### src/sv/ppmp_pkg.sv
// Shared types, codes and constants for the P6 stream parser.
package ppmp_pkg;

  // Widths of the header values and the pixel count.
  localparam int unsigned DIM_W   = 17;
  localparam int unsigned DIM3_W  = 19;
  localparam int unsigned ACC_W   = 20;
  localparam int unsigned PROD_W  = DIM3_W + DIM_W;
  localparam int unsigned COUNT_W = 35;

  // Characters and limits of the header syntax.
  localparam logic [7:0] CHAR_P     = 8'h50;
  localparam logic [7:0] CHAR_SIX   = 8'h36;
  localparam logic [7:0] CHAR_HASH  = 8'h23;
  localparam logic [7:0] CHAR_ZERO  = 8'h30;
  localparam logic [7:0] CHAR_NINE  = 8'h39;
  localparam logic [7:0] CHAR_SPACE = 8'h20;
  localparam logic [7:0] CHAR_TAB   = 8'h09;
  localparam logic [7:0] CHAR_LF    = 8'h0A;
  localparam logic [7:0] CHAR_CR    = 8'h0D;

  localparam logic [ACC_W-1:0] NUM_LIMIT  = ACC_W'(100000);
  localparam logic [DIM_W-1:0] MAXVAL_REQ = DIM_W'(255);

  // Result kinds.
  localparam logic [1:0] KIND_PIXEL  = 2'd0;
  localparam logic [1:0] KIND_HEADER = 2'd1;
  localparam logic [1:0] KIND_ERROR  = 2'd2;

  // Error codes.
  localparam logic [2:0] ERR_MAGIC  = 3'd0;
  localparam logic [2:0] ERR_HEADER = 3'd1;
  localparam logic [2:0] ERR_MAXVAL = 3'd2;
  localparam logic [2:0] ERR_ZERO   = 3'd3;
  localparam logic [2:0] ERR_SHORT  = 3'd4;

  // Parser phases.
  typedef enum logic [3:0] {
    PH_MAGIC_SKIP,
    PH_MAGIC_SIX,
    PH_W_SKIP,
    PH_W_DIG,
    PH_H_SKIP,
    PH_H_DIG,
    PH_M_SKIP,
    PH_M_DIG,
    PH_PIXELS,
    PH_DONE
  } phase_t;

  // One result beat.
  typedef struct packed {
    logic [1:0]       kind;
    logic [7:0]       pixel_byte;
    logic [DIM_W-1:0] image_width;
    logic [DIM_W-1:0] image_height;
    logic [2:0]       error_code;
    logic             last_pixel;
  } result_t;

endpackage

### src/sv/ppmp_in_stage.sv
// Input register stage: holds one accepted beat until the parser takes it.
module ppmp_in_stage (
  input  logic       clk,
  input  logic       rst,
  input  logic       in_valid,
  output logic       in_ready,
  input  logic [7:0] stream_byte,
  input  logic       end_of_file,
  input  logic       take,
  output logic       item_valid,
  output logic [7:0] item_byte,
  output logic       item_eof
);

  // A new beat may enter when the stage is empty or is being emptied.
  assign in_ready = !item_valid || take;

  // Valid flag.
  always_ff @(posedge clk) begin
    if (rst) begin
      item_valid <= 1'b0;
    end else if (in_ready) begin
      item_valid <= in_valid;
    end
  end

  // Payload.
  always_ff @(posedge clk) begin
    if (in_valid && in_ready) begin
      item_byte <= stream_byte;
      item_eof  <= end_of_file;
    end
  end

endmodule

### src/sv/ppmp_parse.sv
// Header parser and pixel counter: one step per input beat.
module ppmp_parse (
  input  logic                clk,
  input  logic                rst,
  input  logic                step,
  input  logic [7:0]          item_byte,
  input  logic                item_eof,
  output logic                res_valid,
  output ppmp_pkg::result_t   res
);

  ppmp_pkg::phase_t              phase, phase_next;
  logic                          in_comment, in_comment_next;
  logic [ppmp_pkg::DIM_W-1:0]    number_value, number_value_next;
  logic [ppmp_pkg::DIM_W-1:0]    width_seen, width_seen_next;
  logic [ppmp_pkg::DIM_W-1:0]    height_seen, height_seen_next;
  logic [ppmp_pkg::DIM3_W-1:0]   width_x3, width_x3_next;
  logic [ppmp_pkg::PROD_W-1:0]   product;
  logic [ppmp_pkg::COUNT_W-1:0]  bytes_left, bytes_left_next;
  logic                          is_blank, is_digit;
  logic [ppmp_pkg::DIM_W-1:0]    digit;
  logic [ppmp_pkg::ACC_W-1:0]    acc;

  // Character classes and the next decimal accumulation.
  always_comb begin
    is_blank = item_byte inside {ppmp_pkg::CHAR_SPACE, ppmp_pkg::CHAR_TAB,
                                 ppmp_pkg::CHAR_LF, ppmp_pkg::CHAR_CR};
    is_digit = item_byte inside {[ppmp_pkg::CHAR_ZERO:ppmp_pkg::CHAR_NINE]};
    digit    = ppmp_pkg::DIM_W'(item_byte[3:0]);
    acc      = {number_value, 3'b000} + {2'b00, number_value, 1'b0}
               + ppmp_pkg::ACC_W'(item_byte[3:0]);
  end

  // Pixel count, three bytes per pixel. The width has settled long before,
  // and the height is stored at least two beats before the header closes,
  // so this registered product is always current when it is loaded.
  always_ff @(posedge clk) begin
    product <= width_x3 * height_seen;
  end

  // Next state and result.
  always_comb begin
    phase_next        = phase;
    in_comment_next   = in_comment;
    number_value_next = number_value;
    width_seen_next   = width_seen;
    height_seen_next  = height_seen;
    width_x3_next     = width_x3;
    bytes_left_next   = bytes_left;
    res_valid         = 1'b0;
    res               = '0;

    if (step) begin
      case (phase)
        ppmp_pkg::PH_MAGIC_SKIP, ppmp_pkg::PH_W_SKIP,
        ppmp_pkg::PH_H_SKIP, ppmp_pkg::PH_M_SKIP: begin
          if (item_eof) begin
            res_valid      = 1'b1;
            res.kind       = ppmp_pkg::KIND_ERROR;
            res.error_code = (phase == ppmp_pkg::PH_MAGIC_SKIP) ?
                             ppmp_pkg::ERR_MAGIC : ppmp_pkg::ERR_HEADER;
            phase_next     = ppmp_pkg::PH_DONE;
          end else if (in_comment) begin
            if (item_byte == ppmp_pkg::CHAR_LF) begin
              in_comment_next = 1'b0;
            end
          end else if (item_byte == ppmp_pkg::CHAR_HASH) begin
            in_comment_next = 1'b1;
          end else if (is_blank) begin
            phase_next = phase;
          end else if (phase == ppmp_pkg::PH_MAGIC_SKIP) begin
            if (item_byte == ppmp_pkg::CHAR_P) begin
              phase_next = ppmp_pkg::PH_MAGIC_SIX;
            end else begin
              res_valid      = 1'b1;
              res.kind       = ppmp_pkg::KIND_ERROR;
              res.error_code = ppmp_pkg::ERR_MAGIC;
              phase_next     = ppmp_pkg::PH_DONE;
            end
          end else if (is_digit) begin
            number_value_next = digit;
            case (phase)
              ppmp_pkg::PH_W_SKIP: phase_next = ppmp_pkg::PH_W_DIG;
              ppmp_pkg::PH_H_SKIP: phase_next = ppmp_pkg::PH_H_DIG;
              default:             phase_next = ppmp_pkg::PH_M_DIG;
            endcase
          end else begin
            res_valid      = 1'b1;
            res.kind       = ppmp_pkg::KIND_ERROR;
            res.error_code = ppmp_pkg::ERR_HEADER;
            phase_next     = ppmp_pkg::PH_DONE;
          end
        end

        ppmp_pkg::PH_MAGIC_SIX: begin
          if (item_eof || item_byte != ppmp_pkg::CHAR_SIX) begin
            res_valid      = 1'b1;
            res.kind       = ppmp_pkg::KIND_ERROR;
            res.error_code = ppmp_pkg::ERR_MAGIC;
            phase_next     = ppmp_pkg::PH_DONE;
          end else begin
            phase_next = ppmp_pkg::PH_W_SKIP;
          end
        end

        ppmp_pkg::PH_W_DIG, ppmp_pkg::PH_H_DIG, ppmp_pkg::PH_M_DIG: begin
          if (!item_eof && is_digit) begin
            if (acc > ppmp_pkg::NUM_LIMIT) begin
              res_valid      = 1'b1;
              res.kind       = ppmp_pkg::KIND_ERROR;
              res.error_code = ppmp_pkg::ERR_HEADER;
              phase_next     = ppmp_pkg::PH_DONE;
            end else begin
              number_value_next = acc[ppmp_pkg::DIM_W-1:0];
            end
          end else if (phase == ppmp_pkg::PH_M_DIG) begin
            // Header closes on the byte after the maxval digits.
            res_valid = 1'b1;
            if (number_value != ppmp_pkg::MAXVAL_REQ) begin
              res.kind       = ppmp_pkg::KIND_ERROR;
              res.error_code = ppmp_pkg::ERR_MAXVAL;
              phase_next     = ppmp_pkg::PH_DONE;
            end else if (width_seen == '0 || height_seen == '0) begin
              res.kind       = ppmp_pkg::KIND_ERROR;
              res.error_code = ppmp_pkg::ERR_ZERO;
              phase_next     = ppmp_pkg::PH_DONE;
            end else if (item_eof) begin
              res.kind       = ppmp_pkg::KIND_ERROR;
              res.error_code = ppmp_pkg::ERR_SHORT;
              phase_next     = ppmp_pkg::PH_DONE;
            end else begin
              res.kind         = ppmp_pkg::KIND_HEADER;
              res.image_width  = width_seen;
              res.image_height = height_seen;
              bytes_left_next  = product[ppmp_pkg::COUNT_W-1:0];
              phase_next       = ppmp_pkg::PH_PIXELS;
            end
          end else if (item_eof) begin
            res_valid      = 1'b1;
            res.kind       = ppmp_pkg::KIND_ERROR;
            res.error_code = ppmp_pkg::ERR_HEADER;
            phase_next     = ppmp_pkg::PH_DONE;
          end else if (phase == ppmp_pkg::PH_W_DIG) begin
            width_seen_next = number_value;
            width_x3_next   = {2'b00, number_value} + {1'b0, number_value, 1'b0};
            phase_next      = ppmp_pkg::PH_H_SKIP;
          end else begin
            height_seen_next = number_value;
            phase_next       = ppmp_pkg::PH_M_SKIP;
          end
        end

        ppmp_pkg::PH_PIXELS: begin
          res_valid = 1'b1;
          if (item_eof) begin
            res.kind       = ppmp_pkg::KIND_ERROR;
            res.error_code = ppmp_pkg::ERR_SHORT;
            phase_next     = ppmp_pkg::PH_DONE;
          end else if (bytes_left <= ppmp_pkg::COUNT_W'(1)) begin
            res.kind        = ppmp_pkg::KIND_PIXEL;
            res.pixel_byte  = item_byte;
            res.last_pixel  = 1'b1;
            bytes_left_next = '0;
            phase_next      = ppmp_pkg::PH_DONE;
          end else begin
            res.kind        = ppmp_pkg::KIND_PIXEL;
            res.pixel_byte  = item_byte;
            bytes_left_next = bytes_left - ppmp_pkg::COUNT_W'(1);
          end
        end

        default: begin
          phase_next = ppmp_pkg::PH_DONE;
        end
      endcase
    end
  end

  // State registers.
  always_ff @(posedge clk) begin
    if (rst) begin
      phase        <= ppmp_pkg::PH_MAGIC_SKIP;
      in_comment   <= 1'b0;
      number_value <= '0;
      width_seen   <= '0;
      height_seen  <= '0;
      width_x3     <= '0;
      bytes_left   <= '0;
    end else begin
      phase        <= phase_next;
      in_comment   <= in_comment_next;
      number_value <= number_value_next;
      width_seen   <= width_seen_next;
      height_seen  <= height_seen_next;
      width_x3     <= width_x3_next;
      bytes_left   <= bytes_left_next;
    end
  end

endmodule

### src/sv/ppmp_out_buf.sv
// Two-entry output buffer: a result register with a skid register behind it.
module ppmp_out_buf (
  input  logic              clk,
  input  logic              rst,
  input  logic              push,
  input  ppmp_pkg::result_t push_data,
  output logic              space,
  output logic              out_valid,
  input  logic              out_ready,
  output ppmp_pkg::result_t out_data
);

  logic              skid_valid;
  ppmp_pkg::result_t skid_data;

  // Room for one more beat as long as the skid register is empty.
  assign space = !skid_valid;

  // Control.
  always_ff @(posedge clk) begin
    if (rst) begin
      out_valid  <= 1'b0;
      skid_valid <= 1'b0;
    end else if (!out_valid || out_ready) begin
      out_valid  <= skid_valid || push;
      skid_valid <= 1'b0;
    end else if (push) begin
      skid_valid <= 1'b1;
    end
  end

  // Payload.
  always_ff @(posedge clk) begin
    if (!out_valid || out_ready) begin
      out_data <= skid_valid ? skid_data : push_data;
    end else if (push) begin
      skid_data <= push_data;
    end
  end

endmodule

### src/sv/ppm_p6_stream_parser.sv
// Top level of the binary PPM (P6) stream parser.
// Takes one file byte per beat (with an end-of-file flag) and returns at
// most one result per beat: a header beat with width and height, then
// width*height*3 pixel beats; a single error beat ends the run early. It
// sustains one byte per clock cycle while the output buffer has room; each
// byte is stepped through the combinational parser between the input
// register and a two-entry output buffer, which registers its result. After
// the last pixel byte or an error the block ignores further input,
// end-of-file included, until reset.
module ppm_p6_stream_parser (
  input  logic        clk,
  input  logic        rst,
  input  logic        in_valid,
  output logic        in_ready,
  input  logic [7:0]  stream_byte,
  input  logic        end_of_file,
  output logic        out_valid,
  input  logic        out_ready,
  output logic [1:0]  kind,
  output logic [7:0]  pixel_byte,
  output logic [16:0] image_width,
  output logic [16:0] image_height,
  output logic [2:0]  error_code,
  output logic        last_pixel
);

  logic              item_valid;
  logic [7:0]        item_byte;
  logic              item_eof;
  logic              take;
  logic              space;
  logic              res_valid;
  ppmp_pkg::result_t res;
  ppmp_pkg::result_t out_data;

  // The parser steps whenever a beat is held and the buffer has room.
  assign take = item_valid && space;

  ppmp_in_stage u_in (
    .clk         (clk),
    .rst         (rst),
    .in_valid    (in_valid),
    .in_ready    (in_ready),
    .stream_byte (stream_byte),
    .end_of_file (end_of_file),
    .take        (take),
    .item_valid  (item_valid),
    .item_byte   (item_byte),
    .item_eof    (item_eof)
  );

  ppmp_parse u_parse (
    .clk       (clk),
    .rst       (rst),
    .step      (take),
    .item_byte (item_byte),
    .item_eof  (item_eof),
    .res_valid (res_valid),
    .res       (res)
  );

  ppmp_out_buf u_out (
    .clk       (clk),
    .rst       (rst),
    .push      (res_valid),
    .push_data (res),
    .space     (space),
    .out_valid (out_valid),
    .out_ready (out_ready),
    .out_data  (out_data)
  );

  // Result fields.
  assign kind         = out_data.kind;
  assign pixel_byte   = out_data.pixel_byte;
  assign image_width  = out_data.image_width;
  assign image_height = out_data.image_height;
  assign error_code   = out_data.error_code;
  assign last_pixel   = out_data.last_pixel;

endmodule

### config.mk
export PLATFORM = sky130hd
export DESIGN_NAME = ppm_p6_stream_parser
export DESIGN_NICKNAME = d
export VERILOG_FILES = /design/src/sv/ppmp_pkg.sv /design/src/sv/ppmp_in_stage.sv /design/src/sv/ppmp_parse.sv /design/src/sv/ppmp_out_buf.sv /design/src/sv/ppm_p6_stream_parser.sv
export SDC_FILE = /design/constraint.sdc
export NUM_CORES = 1
export LEC_CHECK = 0
export BUFFER_PORTS_ARGS = -buffer_cell sky130_fd_sc_hd__clkbuf_2
export CELL_PAD_IN_SITES_DETAIL_PLACEMENT = 0
export CELL_PAD_IN_SITES_GLOBAL_PLACEMENT = 2
export CORE_ASPECT_RATIO = 1.4
export CORE_UTILIZATION = 45
export CTS_CLUSTER_SIZE = 25
export DETAILED_ROUTE_END_ITERATION = 8
export PLACE_DENSITY_LB_ADDON = 0.1
export SYNTH_ARGS = -nofsm -noshare
export SYNTH_HDL_FRONTEND = slang
export SYNTH_SLANG_ARGS = --single-unit
### constraint.sdc
create_clock -name clk -period 11.5 [get_ports clk]
set_clock_uncertainty 0.2 [all_clocks]
set_input_delay 1.15 -clock clk [delete_from_list [all_inputs] [get_ports clk]]
set_output_delay 1.15 -clock clk [all_outputs]
set_load 0.01 [all_outputs]
; ---- After elaboration in Yosys (flattened, before gate mapping)
; Index checks and enable logic that the tools add are counted.
[totals]
regBits = 253
output_inout_bits = 50
word_cells = 201
[op_classes]
addsub = 4
multipliers = 1
n_lt_le_gt_ge = 4
n_eq_ne = 35
n_mux = 98
n_bitwise = 5
n_reduce_logical = 29
[ops]
columns = operator, count
row1 = 2-to-1 mux 35 bit, 7
row2 = 2-to-1 mux 34 bit, 6
row3 = 2-to-1 mux 17 bit, 8
row4 = 2-to-1 mux 48 bit, 2
row5 = case mux 35 bit (2 select lines), 1
row6 = 2-to-1 mux 4 bit, 15
row7 = "less-or-equal comparator 35 x 1 -> 1 bit, second input constant", 1
row8 = multiplier 19 x 17 -> 35 bit, 1
row9 = "subtractor 35 x 1 -> 35 bit, second input constant", 1
row10 = logical NOT 17 bit, 2
row11 = case mux 17 bit (2 select lines), 1
row12 = 2-to-1 mux 2 bit, 16
row13 = 2-to-1 mux 3 bit, 10
row14 = 2-to-1 mux 1 bit, 25
row15 = "== test 8 x 4 -> 1 bit, second input constant", 3
row16 = "inequality test 2 bit, second input constant", 11
row17 = adder 20 x 18 -> 20 bit, 1
row18 = adder 20 x 4 -> 20 bit, 1
row19 = "greater-than comparator 20 x 17 -> 1 bit, second input constant", 1
row20 = adder 17 x 18 -> 19 bit, 1
row21 = AND reduction 6 bit, 3
row22 = "inequality test 17 x 8 -> 1 bit, second input constant", 1
row23 = "== test 4 x 3 -> 1 bit, second input constant", 4
row24 = "== test 8 x 6 -> 1 bit, second input constant", 2
row25 = other kinds (30), 52

; ---- Depth between registers and ports, before layout
; Gate-level depths: netlist of run 1.
[depth]
word_depth = 11
mapped_depth = 24

; ---- Modules after synthesis
; From an unflattened synthesis of run 1, not the netlist that was laid out.
[unflattened]
cells_unflattened = 2435
area_unflattened_um2 = 22864.4
[modules_own_cells]
columns = module, instances, cells_each, area_each_um2, seq_area_each_um2
row1 = ppmp_parse, 1, 2261, 18746.7, 2882.8
row2 = ppmp_out_buf, 1, 159, 3786.1, 2922.8
row3 = ppmp_in_stage, 1, 14, 325.3, 290.3
row4 = ppm_p6_stream_parser, 1, 1, 6.3, 0.0

; ---- Least setup slack after synthesis of run 1
; OpenSTA, ideal clock, no wires.
[synth_path]
kind = register to register
from = register u_in.item_byte[3]
to = register u_out.skid_data[0] in the netlist's numbering (enable)
setup_ns = 0.513
arrival_time_ns = 6.600
required_time_ns = 10.787
path_slack_ns = 4.186
path_stages_with_launch = 15
cell_sequence = edfxtp_1 > clkbuf_1 > inv_1 > fa_1 > inv_1 > fa_1 > a211oi_2 > o211ai_2 > a21o_1 > o221a_1 > a211oi_1 > o311ai_1 > a21boi_1 > nor2_1 > nor3_1
[synth_via]
elab_chain_cells = 11
word_cells_on_any_way = 28
[synth_lines]
columns = item, line_no
row1 = from (decl), ppmp_in_stage.sv:11  ; output logic [7:0] item_byte,
row2 = from (signal assigned), ppmp_in_stage.sv:30  ; item_byte <= stream_byte;
row3 = branches (longest 8 deep; another with adder 20 x 4 -> 20 bit), n/a
row4 = case mux 1 bit (4 select lines) (*), ppmp_parse.sv:54  ; case (phase)
row5 = 2-to-1 mux 1 bit (*), ppmp_parse.sv:53  ; if (step) begin
row6 = AND reduction 2 bit (no line) (*), n/a
row7 = to (signal assigned), ppmp_out_buf.sv:37  ; skid_data <= push_data;
row8 = to (decl), ppmp_out_buf.sv:14  ; ppmp_pkg::result_t skid_data;
; Mark *: on every way between the ends.
; A chain may end at the register's enable or synchronous reset.

; ---- Worst setup path in the final report of run 1
[layout_path]
from = register u_parse.height_seen[2] in the netlist's numbering
to = register u_parse.product[34] in the netlist's numbering
[layout_via]
elab_chain_cells = 1
[layout_lines]
columns = item, line_no
row1 = from (decl), ppmp_parse.sv:16  ; logic [ppmp_pkg::DIM_W-1:0] height_seen, height_seen_next;
row2 = from (signal assigned), ppmp_parse.sv:194  ; height_seen <= height_seen_next;
row3 = multiplier 19 x 17 -> 35 bit, ppmp_parse.sv:38  ; product <= width_x3 * height_seen;
row4 = to (signal assigned), ppmp_parse.sv:38
row5 = to (decl), ppmp_parse.sv:18  ; logic [ppmp_pkg::PROD_W-1:0] product;
; Every way passes these cells.

==> results of run 1 <==
[tightest hold or removal path, delay by kind of cell (launching register included)]
family          cells  cell delay (ns)
compound gates      1             0.05
simple gates        1             0.05
flops               1             0.32
[placed cells by master (no fill, tap or decap), types with 6 or more instances in the layout]
master	Yosys	layout
a31oi_1	8	8
clkbuf_2	0	61
o21ai_0	56	56
clkbuf_16	0	27
nor2_1	137	137
or4_1	6	6
and3_1	21	21
clkinv_1	0	6
nor3_1	53	51
inv_1	351	351
xor2_1	20	20
xnor2_1	34	34
nor4_1	15	14
nand2b_1	11	10
a22oi_1	8	8
and2_1	173	173
or3_1	13	13
buf_4	0	30
a221oi_1	11	11
dfxtp_1	147	146
edfxtp_1	105	105
nor2b_1	10	10
a211oi_1	31	30
nor3b_1	7	7
ha_1	163	163
a21oi_1	127	127
o31ai_1	10	10
a21o_1	69	69
o21a_1	13	13
nand2_1	320	320
nand3_1	31	31
a22o_1	13	13
nand4_1	9	9
mux2i_1	10	10
fa_1	256	256
[power breakdown]
group / total (mW) / switching (mW) / internal (mW)
Clock: 0.836 / 0.380 / 0.456
Combinational: 0.110 / 0.0753 / 0.0342
Sequential: 0.953 / 0.0108 / 0.942
[Yosys cell counts, types with 5 or more instances]
| cell type | instances | share of area |
|---|---|---|
| a211oi_1 | 31 | 0.010 |
| a21o_1 | 69 | 0.023 |
| a21oi_1 | 127 | 0.028 |
| a221oi_1 | 11 | 0.0042 |
| a22o_1 | 13 | 0.0050 |
| a22oi_1 | 8 | 0.0026 |
| a2bb2oi_1 | 5 | 0.0019 |
| a311oi_1 | 5 | 0.0019 |
| a31oi_1 | 8 | 0.0022 |
| and2_1 | 173 | 0.048 |
| and3_1 | 21 | 0.0058 |
| buf_6 | 5 | 0.0025 |
| clkbuf_1 | 110 | 0.018 |
| dfxtp_1 | 147 | 0.13 |
| edfxtp_1 | 105 | 0.14 |
| fa_1 | 256 | 0.23 |
| ha_1 | 163 | 0.090 |
| inv_1 | 351 | 0.058 |
| mux2i_1 | 10 | 0.0044 |
| nand2_1 | 320 | 0.053 |
| nand2b_1 | 11 | 0.0030 |
| nand3_1 | 31 | 0.0068 |
| nand4_1 | 9 | 0.0025 |
| nor2_1 | 137 | 0.023 |
| nor2b_1 | 10 | 0.0028 |
| nor3_1 | 53 | 0.012 |
| nor3b_1 | 7 | 0.0023 |
| nor4_1 | 15 | 0.0041 |
| o211ai_1 | 5 | 0.0017 |
| o21a_1 | 13 | 0.0043 |
| o21ai_0 | 56 | 0.012 |
| o21ai_1 | 5 | 0.0011 |
| o31ai_1 | 10 | 0.0033 |
| o41ai_1 | 5 | 0.0019 |
| or3_1 | 13 | 0.0036 |
| or4_1 | 6 | 0.0020 |
| xnor2_1 | 34 | 0.013 |
| xor2_1 | 20 | 0.0077 |
[registers in the layout, indices dropped and copies added, names as in the netlist, 4 cells and up]
register              cells
u_parse.number_value     17
u_out.skid_data          48
u_parse.height_seen      17
u_parse.width_x3         19
u_out.out_data           48
u_in.item_byte            8
u_parse.product          35
u_parse.width_seen       16
u_parse.phase             4
u_parse.bytes_left       35
[area by class of cell]
type / instances / share of cell area
multi-input cells: 1750 / 0.606
clock buffers: 30 / 0.0282
flip-flops and latches: 252 / 0.250
inverters: 351 / 0.0541
clock inverters: 19 / 0.00617
repair buffers: 91 / 0.0218
well taps: 643 / 0.0330
[routing by layer]
layer	part of all wire	routed length, um	track usage	vias to the layer above
li1	-	-	-	8127
met1	0.43	25800	0.311	8617
met2	0.50	29800	0.431	307
met3	0.030	1770	0.0177	92
met4	0.034	2040	0.0849	0
met5	0	0	0	-
[cells by family (layout without fill, tap and decap cells)]
kind of cell	Yosys count	after routing
xor gates and xnor gates	54	54
and+or+nand+nor	841	841
AOI/OAI and AO/OA	423	423
muxes	13	13
buffers and inverters	476	491
adders and majority gates	419	419
DFF	252	252
[per-stage QoR]
stage,power [mW],util
3_5_place_dp,1.08,0.471
3_3_place_gp,1.08,0.471
5_1_grt,1.97,0.488
2_1_floorplan,1.04,-
4_1_cts,1.93,0.488
6_report,1.90,0.488
[worst paths after layout]
kind,from,to,slack (ns),depth (start not counted)
worst min register to register,u_parse.width_seen[1],u_parse.width_seen[1],0.27,2
worst min-delay path,u_parse.width_seen[1],u_parse.width_seen[1],0.27,2
worst max register to register,u_parse.height_seen[2],u_parse.product[34],4.49,20
worst max-delay path,u_parse.height_seen[2],u_parse.product[34],4.49,20
==> flow_summary.json, run 1 <==
{
  "drv_slew": 0,
  "hold_viol_final": 0,
  "path_clk_slew_ns": 0.06,
  "drc": 0,
  "max-slew-margin-rel": 0.269,
  "status": "finished clean",
  "cp_common_cell": "fa_1",
  "dr.pass1.iters": 5,
  "synth_top_family_by_area": "adder cells",
  "post_cts_resize_count": 0,
  "nNetsFinal": 2905,
  "rsz0062_at_grt": "no",
  "setup_viol": 0,
  "avgSynthCellArea_um2": 9.15,
  "wl_um": 59400,
  "grt_max_degree": 74,
  "grt_pass1_wl_um": 97800,
  "min_period_over_period": 0.610,
  "crit_fanout": 22,
  "placed_area_mm2": 0.0235,
  "fin_tns_setup_ns": 0,
  "cp.required_ns": 11.81,
  "drive_gt1_frac": 0.0682,
  "synthMuxAreaShare": 0.00590,
  "start_util": 0.455,
  "synth_edf_count": 105,
  "synth-warning-count": 0,
  "die_w_um": 192,
  "grt_pass1_vias": 18187,
  "vias": 17143,
  "crit_path_start_kind": "flip-flop",
  "portBuffers": 62,
  "areaGrowthSynthToFinish_pct": 7.32,
  "fin_ws_ns": 4.49,
  "cp.arrival_ns": 7.32,
  "crit_buf_inv": 3,
  "grt_use_total": 0.244,
  "globalRouteOverflowTotal": 0,
  "crit_type": "flip-flop to flip-flop",
  "hp-class": "flip-flop to flip-flop",
  "vias_per_cell": 5.47,
  "netlist_area_mm2": 0.0227,
  "min_period_ns": 7.01,
  "dp_hpwl_um": 45200,
  "syn_inst": 2478,
  "synth_cell_types": 90,
  "antenna_found_initial": 0,
  "slowest_delay_ns": 0.94,
  "postCtsHoldBufs": 0,
  "area.sequential_mm2": 0.00610,
  "dp.cells": 3087,
  "syn_nets": 2910,
  "rows": 97,
  "detail_route.wl_per_cell_um": 19.0,
  "clock_sinks": 252,
  "timing.hold.ws_ns": 0.269,
  "cap_violations": 0,
  "numCtsBuffers": 27,
  "cp_top_family": "adder cells",
  "synth-main-ff-cell": "dfxtp_1",
  "ys_seq_area_frac": 0.269,
  "place_ws_ns": 4.52,
  "gp_congestion": 0.836,
  "clock_latency_ns": 0.58,
  "dieArea_mm2": 0.0513,
  "powerDensity_mw_per_mm2": 78.0,
  "clockBufferDepth": 3,
  "cts_htree_levels": 1,
  "synthAdderAreaFrac": 0.316,
  "final_cell_area_mm2": 0.0243,
  "dr.first_iter.drc_count": 828,
  "leakagePower_nw": 11.5,
  "ys_ff_latch": 252,
  "final_cells": 3136,
  "nFillCells": 4870,
  "final_antenna_net_count": 0,
  "cts_tree": "built",
  "cts_root_buf": "clkbuf_16",
  "slowest_stage": "dfxtp_1",
  "synthArstFlopShare": 0,
  "end_kind": "flip-flop",
  "die_h_um": 268,
  "multiInputGateArea_mm2": 0.0148,
  "worst_pin_slew_ns": 1.09,
  "synth-compound-area-share": 0.125,
  "core_region_area_mm2": 0.0499,
  "synth-xor-area-share": 0.0209,
  "ir_drop_mv": 0.126,
  "timing.fmax_mhz": 143,
  "postCtsSetupRepairBufs": 0,
  "synthSimpleGateAreaFrac": 0.182,
  "io_pins": 63,
  "crit_chain": "nand2_1, fa_1, fa_1, fa_1, fa_1, inv_1, fa_1, inv_1, fa_1, inv_1, ha_1, o21ai_0, a21oi_1, o21ai_0, a31oi_1, nor2_1, o41ai_1, o211ai_1, a21oi_1, nand4b_1",
  "antennaDiodeCount": 0
}
Power figures use the tool's default switching activity.
==> run 2: changes to the inputs <==
--- a/config.mk
+++ b/config.mk
@@ -9,7 +9,7 @@
 export CELL_PAD_IN_SITES_DETAIL_PLACEMENT = 0
 export CELL_PAD_IN_SITES_GLOBAL_PLACEMENT = 2
 export CORE_ASPECT_RATIO = 1.4
-export CORE_UTILIZATION = 45
+export CORE_UTILIZATION = 41
 export CTS_CLUSTER_SIZE = 25
 export DETAILED_ROUTE_END_ITERATION = 8
 export PLACE_DENSITY_LB_ADDON = 0.1
==> constraint.sdc (replaced) <==
create_clock -name clk -period 7.3 [get_ports clk]
set_clock_uncertainty 0.2 [all_clocks]
set_input_delay 0.73 -clock clk [delete_from_list [all_inputs] [get_ports clk]]
set_output_delay 0.73 -clock clk [all_outputs]
set_load 0.01 [all_outputs]
==> run 2 against run 1 <==
Compared with the run above:
- cell count grew 3.2%
- clock power grew 78%
- first-iteration DRC count grew 7.2%
- power grew 67%
- register-to-register slack lost 4.0 ns
==> flow_summary.json, run 2 (same netlist as run 1, synthesis figures left out) <==
{
  "clockBufferDepth": 3,
  "ir_drop_mv": 0.169,
  "dr.first_iter.drc_count": 888,
  "cap_violations": 0,
  "p_total_mw": 3.17,
  "areaGrowthSynthToFinish_pct": 8.90,
  "grt_use_total": 0.227,
  "die_w_um": 201,
  "powerDensity_mw_per_mm2": 128,
  "hold_viol_final": 0,
  "globalRouteOverflowTotal": 0,
  "core_region_area_mm2": 0.0545,
  "crit_chain": "buf_4, nand2_1, fa_1, fa_1, fa_1, inv_1, fa_1, fa_1, inv_1, fa_1, inv_1, ha_1, and4_1, a2111oi_0, a21oi_1, o2bb2ai_1, o21ba_2, a211o_1, a21oi_1, xnor2_1",
  "leakagePower_nw": 11.7,
  "grt_max_degree": 71,
  "detail_route.wl_per_cell_um": 19.1,
  "path_clk_slew_ns": 0.07,
  "reg_top3": "u_out.out_data x48, u_out.skid_data x48",
  "cp.arrival_ns": 7.12,
  "vias": 17218,
  "nNetsFinal": 2925,
  "numCtsBuffers": 27,
  "drive_gt1_frac": 0.0780,
  "nFillCells": 5442,
  "min_period_ns": 6.82,
  "start_util": 0.416,
  "cts_root_buf": "clkbuf_16",
  "cp_common_cell": "fa_1",
  "end_kind": "flip-flop",
  "postCtsHoldBufs": 0,
  "max-slew-margin-rel": 0.229,
  "cp.required_ns": 7.60,
  "status": "finished clean",
  "slowest_stage": "dfxtp_1",
  "gp_congestion": 0.851,
  "hp-class": "input port to flip-flop",
  "min_period_over_period": 0.935,
  "die_h_um": 280,
  "worst_pin_slew_ns": 1.16,
  "cts_tree": "built",
  "crit_type": "flip-flop to flip-flop",
  "drv_slew": 0,
  "dp_hpwl_um": 47100,
  "rows": 101,
  "antenna_found_initial": 0,
  "setup_viol": 0,
  "postCtsSetupRepairBufs": 0,
  "timing.fmax_mhz": 147,
  "final_antenna_net_count": 0,
  "portBuffers": 62,
  "final_common_cell": "inv_1",
  "cts_htree_levels": 1,
  "clock_latency_ns": 0.58,
  "dr.pass1.iters": 5,
  "rsz0062_at_grt": "no",
  "antennaDiodeCount": 0,
  "final_cell_mix": "351 x inv_1, 320 x nand2_1, 256 x fa_1",
  "io_pins": 63,
  "wl_um": 61900,
  "grt_pass1_wl_um": 100000,
  "slowest_delay_ns": 0.67,
  "clock_sinks": 252,
  "crit_path_start_kind": "flip-flop",
  "post_cts_resize_count": 0,
  "drc": 0,
  "vias_per_cell": 5.32,
  "grt_pass1_vias": 18051,
  "dieArea_mm2": 0.0563,
  "crit_fanout": 13,
  "fin_tns_setup_ns": 0
}
==> run 2: changes by cell type in the layout (fill, tap and decap cells not counted) <==
cell,before,now
bufinv_16,1,5
clkinv_1,6,1
clkinv_4,4,2
clkinvlp_2,2,4
buf_4,30,50
inv_6,0,2
==> run 2: worst max-delay path: cells and delay by family (launching register included) <==
family                     cells  cell delay, ns
xor gates and xnor gates       1            0.14
adders and majority gates      7            3.40
buffers and inverters          4            0.43
and+or+nand+nor                2            0.36
AOI/OAI and AO/OA              6            1.52
DFF                            1            0.67
==> run 2: final cells by class <==
class / instances / area, um^2 / area share
multi-input combinational: 1750 / 14800 / 0.597
sequential: 252 / 6100 / 0.247
inverter: 351 / 1320 / 0.0533
tap: 721 / 902 / 0.0365
clock buffer: 30 / 687 / 0.0278
timing repair buffer: 111 / 681 / 0.0276
clock inverter: 20 / 262 / 0.0106
==> run 2: through the flow <==
stage	utilization	cell area (um^2)	cells	hold WS, ns	worst slack, ns
after global routing	0.454	24700	3235	0.103	0.123
after detailed placement	0.436	23800	3185	0.257	0.521
after CTS	0.454	24700	3235	0.109	0.500
after global placement	0.436	23800	3185	0.255	0.574
after floorplan	-	22700	2478	0.239	0.0326
final	0.454	24700	3235	0.133	0.475
==> run 2: report_power, final <==
part           switching [mW]  internal, mW
clock                   0.628         0.865
combinational           0.121        0.0539
sequential             0.0167          1.48
==> run 2: final timing paths <==
kind / to / cells past startpoint / slack, ns / from
worst max-delay path: u_parse.product[31] / 20 / 0.48 / u_parse.height_seen[2]
worst min-delay path: u_in.item_byte[2] / 1 / 0.13 / stream_byte[2]
worst max register to register: u_parse.product[31] / 20 / 0.48 / u_parse.height_seen[2]
worst min register to register: u_parse.width_seen[13] / 2 / 0.26 / u_parse.width_seen[13]
==> run 2: per-layer routing <==
metal,vias to the layer above,global-route usage,wire length (um)
met5,-,0,0
met3,74,0.0163,1570
met1,8714,0.294,27700
met2,248,0.407,31000
li1,8182,-,-
met4,0,0.0638,1600
